$ cat config.mk
export PLATFORM = sky130hd
export DESIGN_NAME = rau_ctrl
export DESIGN_NICKNAME = d
export VERILOG_FILES = /design/src/sv/rau_pkg.sv /design/src/sv/rau_ctrl.sv
export VERILOG_INCLUDE_DIRS = /design/src /design/src/sv
export SDC_FILE = /design/constraint.sdc
export NUM_CORES = 1
export LEC_CHECK = 0
export BUFFER_PORTS_ARGS = -buffer_cell sky130_fd_sc_hd__buf_2
export CORE_MARGIN = 3
export CORE_UTILIZATION = 35
export CTS_CLUSTER_DIAMETER = 120
export CTS_CLUSTER_SIZE = 8
export DETAILED_ROUTE_END_ITERATION = 8
export SYNTH_ARGS = -nofsm -noshare
export SYNTH_HDL_FRONTEND = slang
export SYNTH_SLANG_ARGS = --single-unit
export TNS_END_PERCENT = 50
$ cat constraint.sdc
create_clock -name clk -period 3.2 [get_ports clk]
set_clock_uncertainty 0.05 [all_clocks]
set_input_delay 0.32 -clock clk [delete_from_list [all_inputs] [get_ports clk]]
set_output_delay 0.32 -clock clk [all_outputs]
set_load 0.02 [all_outputs]
$ cat src/sv/rational_arith_unit_macros.svh
// ---------------------------------------------------------------------------
// rational_arith_unit_macros: assertion macros
// Concurrent assertion wrappers clocked on clk; empty when SYNTH is defined.
// ---------------------------------------------------------------------------
`ifndef RATIONAL_ARITH_UNIT_MACROS_SVH
`define RATIONAL_ARITH_UNIT_MACROS_SVH
`ifndef SYNTH
// check outside reset
`define RAU_ASSERT(lbl, prop) \
  lbl: assert property (@(posedge clk) disable iff (rst) prop) \
    else $error("rational_arith_unit assertion failed");
// check that also covers reset cycles
`define RAU_ASSERT_RST(lbl, prop) \
  lbl: assert property (@(posedge clk) prop) \
    else $error("rational_arith_unit reset assertion failed");
`else
`define RAU_ASSERT(lbl, prop)
`define RAU_ASSERT_RST(lbl, prop)
`endif
`endif

$ cat src/sv/rau_pkg.sv
// ---------------------------------------------------------------------------
// rau_pkg: shared types and constants
// Operation codes, status codes, datapath command and status groups.
// ---------------------------------------------------------------------------
package rau_pkg;

  localparam int WIDTH = 32;
  // largest reduced magnitude that fits, and mask of WIDTH-1 bits
  localparam logic [63:0] LIM = (64'd1 << (WIDTH - 1)) - 64'd1;

  typedef enum logic [2:0] {
    REQ_ADD = 3'd0,
    REQ_SUB = 3'd1,
    REQ_MUL = 3'd2,
    REQ_DIV = 3'd3,
    REQ_CMP = 3'd4
  } req_t;

  localparam logic [1:0] ST_OK   = 2'd0;
  localparam logic [1:0] ST_ZDEN = 2'd1;
  localparam logic [1:0] ST_OVF  = 2'd2;

  typedef enum logic [3:0] {
    DP_NOP,
    DP_LOAD,
    DP_MUL0,
    DP_MUL1,
    DP_MUL2,
    DP_SUM,
    DP_GCD,
    DP_DIVN_INIT,
    DP_DIVD_INIT,
    DP_DIV_STEP
  } dp_op_t;

  typedef struct packed {
    dp_op_t op;
    logic   out_load;
  } dp_cmd_t;

  typedef struct packed {
    logic in_arith;
    logic addsub;
    logic zero_case;
    logic gcd_done;
    logic div_last;
  } dp_stat_t;

endpackage

$ cat src/sv/rau_ctrl.sv
// ---------------------------------------------------------------------------
// rau_ctrl: sequencer for the rational arithmetic unit
// Steps the datapath through products, GCD and divisions; owns the handshakes.
// ---------------------------------------------------------------------------
`include "rational_arith_unit_macros.svh"
module rau_ctrl (
  input  logic              clk,
  input  logic              rst,
  input  logic              in_valid,
  output logic              in_stall,
  output logic              out_valid,
  input  logic              out_stall,
  input  rau_pkg::dp_stat_t stat,
  output rau_pkg::dp_cmd_t  cmd
);

  typedef enum logic [10:0] {
    S_IDLE   = 11'b00000000001,
    S_MUL0   = 11'b00000000010,
    S_MUL1   = 11'b00000000100,
    S_MUL2   = 11'b00000001000,
    S_SUM    = 11'b00000010000,
    S_GCD    = 11'b00000100000,
    S_DINITN = 11'b00001000000,
    S_DSTEPN = 11'b00010000000,
    S_DINITD = 11'b00100000000,
    S_DSTEPD = 11'b01000000000,
    S_FIN    = 11'b10000000000
  } state_t;

  state_t state, state_next;
  logic   out_free;
  logic   accept;

  assign in_stall = state != S_IDLE;
  assign accept   = in_valid && !in_stall;
  assign out_free = !out_valid || !out_stall;

  always_comb begin
    state_next   = state;
    cmd.op       = rau_pkg::DP_NOP;
    cmd.out_load = 1'b0;
    unique case (state)
      S_IDLE: begin
        if (in_valid) begin
          cmd.op     = rau_pkg::DP_LOAD;
          state_next = stat.in_arith ? S_MUL0 : S_FIN;
        end
      end
      S_MUL0: begin
        cmd.op     = rau_pkg::DP_MUL0;
        state_next = S_MUL1;
      end
      S_MUL1: begin
        cmd.op     = rau_pkg::DP_MUL1;
        state_next = stat.addsub ? S_MUL2 : S_SUM;
      end
      S_MUL2: begin
        cmd.op     = rau_pkg::DP_MUL2;
        state_next = S_SUM;
      end
      S_SUM: begin
        cmd.op     = rau_pkg::DP_SUM;
        state_next = S_GCD;
      end
      S_GCD: begin
        priority if (stat.zero_case) begin
          state_next = S_FIN;
        end else if (stat.gcd_done) begin
          state_next = S_DINITN;
        end else begin
          cmd.op = rau_pkg::DP_GCD;
        end
      end
      S_DINITN: begin
        cmd.op     = rau_pkg::DP_DIVN_INIT;
        state_next = S_DSTEPN;
      end
      S_DSTEPN: begin
        cmd.op = rau_pkg::DP_DIV_STEP;
        if (stat.div_last) begin
          state_next = S_DINITD;
        end
      end
      S_DINITD: begin
        cmd.op     = rau_pkg::DP_DIVD_INIT;
        state_next = S_DSTEPD;
      end
      S_DSTEPD: begin
        cmd.op = rau_pkg::DP_DIV_STEP;
        if (stat.div_last) begin
          state_next = S_FIN;
        end
      end
      S_FIN: begin
        // hold until the output register can take the beat
        if (out_free) begin
          cmd.out_load = 1'b1;
          state_next   = S_IDLE;
        end
      end
      default: state_next = S_IDLE;
    endcase
  end

  always_ff @(posedge clk) begin
    if (rst) begin
      state     <= S_IDLE;
      out_valid <= 1'b0;
    end else begin
      state <= state_next;
      if (cmd.out_load) begin
        out_valid <= 1'b1;
      end else if (!out_stall) begin
        out_valid <= 1'b0;
      end
    end
  end

  `RAU_ASSERT(a_fin_hold, (state == S_FIN && out_valid && out_stall) |=> state == S_FIN)
  `RAU_ASSERT(a_accept_busy, accept |=> state != S_IDLE)
  `RAU_ASSERT(a_no_overwrite, !(cmd.out_load && out_valid && out_stall))
  `RAU_ASSERT_RST(a_reset_clear, rst |=> (state == S_IDLE && !out_valid))

endmodule

======== After elaboration in Yosys (flattened, before gate mapping) ========
Index checks and enable logic that the tools add are counted.
storage, ports and cells
  bits in registers ....................... 12
  memories ................................ 0
  RAM bits ................................ 0
  latch bits .............................. 0
  logic and storage cells ................. 42
  output and inout port bits .............. 7
  input port bits ......................... 9
  ROM bits ................................ 0
cells by class
  bitwise gates (word level) .............. 0
  divide/modulo/power cells ............... 0
  multipliers ............................. 0
  reduce and logical (&&, ||, !) cells .... 5
  shift operators ......................... 0
  magnitude comparators ................... 0
  mux-type cells .......................... 17
  eq/ne operators ......................... 18
  add/sub/neg operators ................... 0
operators by type and width
  operator                                         count
  case mux 11 bit (11 select lines)                1
  2-to-1 mux 11 bit                                7
  case mux 4 bit (9 select lines)                  1
  == test 11 x 1 -> 1 bit, second input constant   1
  == test 11 x 10 -> 1 bit, second input constant  1
  == test 11 bit, second input constant            1
  == test 11 x 2 -> 1 bit, second input constant   1
  == test 11 x 3 -> 1 bit, second input constant   1
  == test 11 x 4 -> 1 bit, second input constant   1
  == test 11 x 5 -> 1 bit, second input constant   1
  == test 11 x 6 -> 1 bit, second input constant   1
  == test 11 x 7 -> 1 bit, second input constant   1
  == test 11 x 8 -> 1 bit, second input constant   1
  == test 11 x 9 -> 1 bit, second input constant   1
  != test 11 x 1 -> 1 bit, second input constant   1
  != test 2 bit, second input constant             4
  2-to-1 mux 3 bit                                 2
  2-to-1 mux 1 bit                                 5
  2-to-1 mux 5 bit                                 1
  AND reduction 5 bit                              1
  != test 3 bit, second input constant             1
  zero test 1 bit                                  2
  != test 2 x 1 -> 1 bit, second input constant    1
  OR reduction 2 bit                               1
  logical OR 1 bit                                 1

======== Depth between registers and ports, before layout ========
Gate-level depths: netlist of run 1.
  depth in word-level cells ............... 5
  gate-level depth with buffers ........... 6
  gate-level depth less buffers ........... 5

======== Least setup slack after synthesis of run 1 ========
Ideal clock, no wire load.
  kind .................................... register -> register
  start point ............................. register state[2]
  end point ............................... register state[6]
  slack ................................... 1.111 ns
  arrival ................................. 1.977 ns
  clock period less this slack ............ 2.089 ns
  path buffers ............................ 1
  setup time .............................. 0.062 ns
  stages on the path, launching flop included .. 7
  path through ............................ dfxtp_1 -> buf_2 -> nor4_4 -> nand3b_1 -> a211oi_1 -> nand4b_2 -> and4b_1
on the way
  word-level cells in the longest chain between the ends .. 3
  elaborated cells on any way between the ends .. 18
RTL lines
  item                                                      RTL line         RTL
  start: declaration                                        rau_ctrl.sv:31   state_t state, state_next;
  start signal: assignment                                  rau_ctrl.sv:111  state <= state_next;
  == test 11 x 6 -> 1 bit, or another cell as far along     rau_ctrl.sv:43   unique case (state)
  != test 3 bit (no line) or != test 2 bit (tied branches)  -
  AND reduction 5 bit (no line)                             -
Several ways; a longest one is shown, not always the timed one.
A chain may end at the register's enable or synchronous reset.

==> results of run 1 <==
## sequential cells by signal (all words and copies together), names as in the netlist
register and count:
out_valid 1, state 11
## area by class of cell
cell class,count,area share
tap,28,0.03714
timing repair buffer,15,0.07958
clock buffer,4,0.03846
inverter,3,0.01194
multi-input combinational,77,0.5782
sequential,12,0.2546
## layer usage
layer	share of wire	GRT usage	wire (um)
met3	0.053	0.03271	108
met5	0	0	0
met2	0.46	0.2061	942
met1	0.47	0.1906	964
met4	0.017	0.05208	34
## worst max path at each step
stage / startpoint / endpoint / slack [ns] / depth (start not counted)
finish: state[6] / cmd[2] / 0.74 / 5
global route: state[5] / cmd[2] / 0.62 / 5
CTS: state[6] / cmd[2] / 0.74 / 5
floorplan: state[2] / state[6] / 1.11 / 6
detailed placement: state[6] / cmd[2] / 1.06 / 5
global placement: state[6] / cmd[2] / 1.06 / 5
## stage by stage
| stage | worst slack (ns) | area, um2 | utilization | power (mW) | hold WS, ns |
|---|---|---|---|---|---|
| CTS | 0.7357 | 943.4 | 0.4184 | 0.3751 | 0.2489 |
| floorplan | 1.111 | 848.3 | - | 0.2239 | 0.4107 |
| global route | 0.6236 | 943.4 | 0.4184 | 0.3923 | 0.2486 |
| global placement | 1.062 | 907.1 | 0.4023 | 0.2482 | 0.4837 |
| detailed placement | 1.061 | 907.1 | 0.4023 | 0.2476 | 0.5012 |
| finish | 0.7428 | 943.4 | 0.4184 | 0.3735 | 0.2515 |
## cell families after synthesis
kind of cell	synth area share
and+or+nand+nor	0.4543
DFF	0.2832
xor gates and xnor gates	0.06195
buffers and inverters	0.07375
muxes	0.01180
AOI/OAI and AO/OA	0.1151
## power breakdown
group	leakage (nW)	switching [mW]	internal (mW)
Combinational	0.268	0.0483	0.0348
Sequential	0.0972	0.00871	0.153
Clock	0.0210	0.0589	0.0693
Total	0.387	0.116	0.257
## cells in the final DEF, fill, tap and decap left out, drive strengths merged, types with 3 or more instances in the layout
master  instances
nand2           7
nand3           3
nand4           6
clkbuf          4
inv             3
o21ai           3
buf            15
nor2           12
xnor2           4
nor4b           4
a21oi           4
nor3            5
and4b           3
dfxtp          12
nor4            4
## critical path: stages (launching register included)
cell and delay (ns):
dfxtp_1 0.42, nor4_4 0.49, nand2_2 0.11, or4_4 0.51
nand3_1 0.09, buf_2 0.17
==> impl_metrics.env, run 1 <==
export IMPL_status="finished clean"
export IMPL_synth_cell_types=40
export IMPL_layout_cells_non_filler=139
export IMPL_r2r_cells=5
export IMPL_power_density_nw_per_um2=395.9
export IMPL_synthToLayoutAreaGrowth_pct=11.21
export IMPL_clock_latency_ns=0.29
export IMPL_ys_flop_type="dfxtp_1"
export IMPL_clock_root_buffer="clkbuf_4"
export IMPL_drtIter0Drc=33
export IMPL_nNetsFinal=121
export IMPL_synth_common_cells="dfxtp_1, nor2_1, nand2_1"
export IMPL_synth_cells=101
export IMPL_cts_buffers=3
export IMPL_grt_ovfl_total=0
export IMPL_yosys_area_top_type="dfxtp_1"
export IMPL_cts_setup_buffers=0
export IMPL_start_kind="register"
export IMPL_drv_cap=0
export IMPL_crit_type="reg -> out"
export IMPL_multi_input_area_um2=545.5
export IMPL_syn_avg_cell_area_um2=8.399
export IMPL_worstPathRequired_ns=2.83
export IMPL_vias=800
export IMPL_rsz0062_at_grt="false"
export IMPL_p_leak_nw=0.3866
export IMPL_grt_usage=0.1379
export IMPL_worst_pin_slew_ns=0.4943
export IMPL_syn_num_nets=110
export IMPL_fp_coreArea_um2=2255
export IMPL_grt_pass1_wl_um=3394
export IMPL_rows=17
export IMPL_min_path_type="in -> reg"
export IMPL_antenna_found_initial=0
export IMPL_yosysTopAreaCellShare=0.2832
export IMPL_synthArstFlopShare=0
export IMPL_r2r_start="state[6]"
export IMPL_cts_sink_count=12
export IMPL_slew_viol_final=0
export IMPL_period_needed_ns=2.457
export IMPL_die_area_um2=3050
export IMPL_gp_congestion=0.8533
export IMPL_drt_pass1_iterations=4
export IMPL_io_pins=16
export IMPL_rrSetupSlack_ns=1.21
export IMPL_cts_resized=0
export IMPL_die_h_um=55.23
export IMPL_irDropWorstVdd_uv=264.9
export IMPL_holdPathStages=2
export IMPL_totalWireLength_um=2050
export IMPL_ys_ff_latch=12
export IMPL_syn_area_um2=848.3
export IMPL_ys_seq_area_frac=0.2832
export IMPL_dp_cells=135
export IMPL_grt_pass1_vias=736
export IMPL_fin_crit_sh=0.7679
export IMPL_clockBufferDepth=2
export IMPL_die_x_um=55.23
export IMPL_initial_utilization=0.3762
export IMPL_cts_tree="done"
export IMPL_hold_viol_final=0
export IMPL_antenna_left=0
export IMPL_via_per_inst=5.755
export IMPL_holdCritStartpoint="stat[3]"
export IMPL_drive_gt1_frac=0.2793
export IMPL_cp_max_fo=8
export IMPL_port_buffers=15
export IMPL_cts_hold_buffers=0
export IMPL_antenna_cells=0
export IMPL_synth_area_top_cells="dfxtp_1, nor2_1, nor4_4"
export IMPL_ys_warn_count=0
export IMPL_crit_path_end_kind="output pin"
export IMPL_synth_edf_count=0
export IMPL_r2r_end="state[2]"
export IMPL_dp_hpwl_um=1543
export IMPL_setup_violations_final=0
export IMPL_nFillCells=246
export IMPL_setup_tns_ns=0
export IMPL_route_detailed_drc=0
export IMPL_layout_area_seq_um2=240.2
export IMPL_fmax_ghz=0.4070
export IMPL_whs_endpoint="state[3]"
export IMPL_slew_headroom=0.6658
export IMPL_cp_arrival_ns=2.09
export IMPL_htreeDepth=1
export IMPL_path_clk_slew_ns=0.09
export IMPL_wl_per_cell_um=14.75
export IMPL_grt_max_degree=11
No activity file was read; power rests on OpenSTA's default activity.
==> run 2, diff against run 1 <==
Clock period 3.2 ns to 2.6 ns, I/O delays scaled along.
==> impl_metrics.env, run 2 (synthesis gave the netlist of run 1 again) <==
export IMPL_dp_hpwl_um=1503
export IMPL_antenna_cells=0
export IMPL_grt_pass1_wl_um=3305
export IMPL_start_kind="register"
export IMPL_grt_max_degree=11
export IMPL_period_needed_ns=2.387
export IMPL_final_common_cell="buf_2"
export IMPL_fp_coreArea_um2=2255
export IMPL_power_density_nw_per_um2=481.7
export IMPL_totalWireLength_um=1951
export IMPL_cts_sink_count=12
export IMPL_gp_congestion=0.8533
export IMPL_clock_latency_ns=0.28
export IMPL_nFillCells=236
export IMPL_cp_arrival_ns=2.08
export IMPL_dp_cells=135
export IMPL_htreeDepth=1
export IMPL_cts_tree="done"
export IMPL_p_leak_nw=0.3866
export IMPL_port_buffers=15
export IMPL_cts_resized=0
export IMPL_worst_pin_slew_ns=0.4644
export IMPL_rsz0062_at_grt="false"
export IMPL_crit_type="reg -> out"
export IMPL_setup_violations_final=0
export IMPL_setup_tns_ns=0
export IMPL_io_pins=16
export IMPL_grt_ovfl_total=0
export IMPL_layout_common_cells="buf_2, nor2_1, dfxtp_1"
export IMPL_worstPathRequired_ns=2.29
export IMPL_grt_usage=0.1354
export IMPL_wl_per_cell_um=14.04
export IMPL_rrSetupSlack_ns=0.62
export IMPL_fmax_ghz=0.4189
export IMPL_clock_root_buffer="clkbuf_4"
export IMPL_drt_pass1_iterations=4
export IMPL_initial_utilization=0.3762
export IMPL_fin_total_pwr_uw=454.5
export IMPL_die_h_um=55.23
export IMPL_route_detailed_drc=0
export IMPL_antenna_left=0
export IMPL_nNetsFinal=121
export IMPL_slew_headroom=0.6887
export IMPL_drv_cap=0
export IMPL_cts_setup_buffers=0
export IMPL_path_clk_slew_ns=0.08
export IMPL_die_area_um2=3050
export IMPL_status="finished clean"
export IMPL_synthToLayoutAreaGrowth_pct=11.21
export IMPL_cts_hold_buffers=0
export IMPL_die_x_um=55.23
export IMPL_irDropWorstVdd_uv=227.2
export IMPL_antenna_found_initial=0
export IMPL_cts_buffers=3
export IMPL_crit_path_end_kind="output pin"
export IMPL_vias=798
export IMPL_largest_register_ff_count=11
export IMPL_clockBufferDepth=2
export IMPL_drive_gt1_frac=0.2793
export IMPL_biggestRegsByFlops="state (11), out_valid (1)"
export IMPL_grt_pass1_vias=727
export IMPL_layout_cells_non_filler=139
export IMPL_hold_viol_final=0
export IMPL_regMostFlops="state"
export IMPL_cp_max_fo=8
export IMPL_fin_crit_sh=0.9182
export IMPL_drtIter0Drc=24
export IMPL_rows=17
export IMPL_min_path_type="in -> reg"
export IMPL_slew_viol_final=0
export IMPL_via_per_inst=5.741
==> run 2: cell counts in the layout (fill, tap and decap cells not counted) <==
No cell type changed its count.
==> run 2: path summary, 6_finish.rpt <==
path,start,to,depth (start not counted)
max,state[6],cmd[2],5
min,stat[3],state[3],2
max reg2reg,state[6],state[2],5
min reg2reg,out_valid,out_valid,2
==> run 2: area by class of cell <==
type | instances | area (um2) | area share
flip-flops and latches | 12 | 240.2 | 0.2546
multi-input cells | 77 | 545.5 | 0.5782
well taps | 28 | 35.03 | 0.03714
repair buffers | 15 | 75.07 | 0.07958
clock buffers | 4 | 36.28 | 0.03846
inverters | 3 | 11.26 | 0.01194
==> run 2: routing by layer <==
| layer | GRT usage | share of wire |
|---|---|---|
| met5 | 0 | 0 |
| met4 | 0.06250 | 0.022 |
| met3 | 0.03037 | 0.051 |
| met2 | 0.1976 | 0.46 |
| met1 | 0.1875 | 0.46 |
==> run 2: worst max-delay path, cell delays in order (launching register included) <==
cell and delay, ns:
dfxtp_1 0.42, nor4_4 0.49, nand2_2 0.11, or4_4 0.51
nand3_1 0.09, buf_2 0.17
==> run 2: through the flow <==
step	hold slack (ns)	cell area [um2]	setup slack (ns)	util
2_1_floorplan	0.3507	848.3	0.5108	-
3_3_place_gp	0.4836	907.1	0.5220	0.4023
3_5_place_dp	0.4977	907.1	0.5257	0.4023
4_1_cts	0.1864	943.4	0.1962	0.4184
5_1_grt	0.1833	943.4	0.06806	0.4184
6_report	0.1930	943.4	0.2128	0.4184
==> run 2: power breakdown <==
part	switching (mW)	internal (mW)
Combinational	0.0583	0.0428
Clock	0.0688	0.0853
Sequential	0.0104	0.189
Total	0.138	0.317
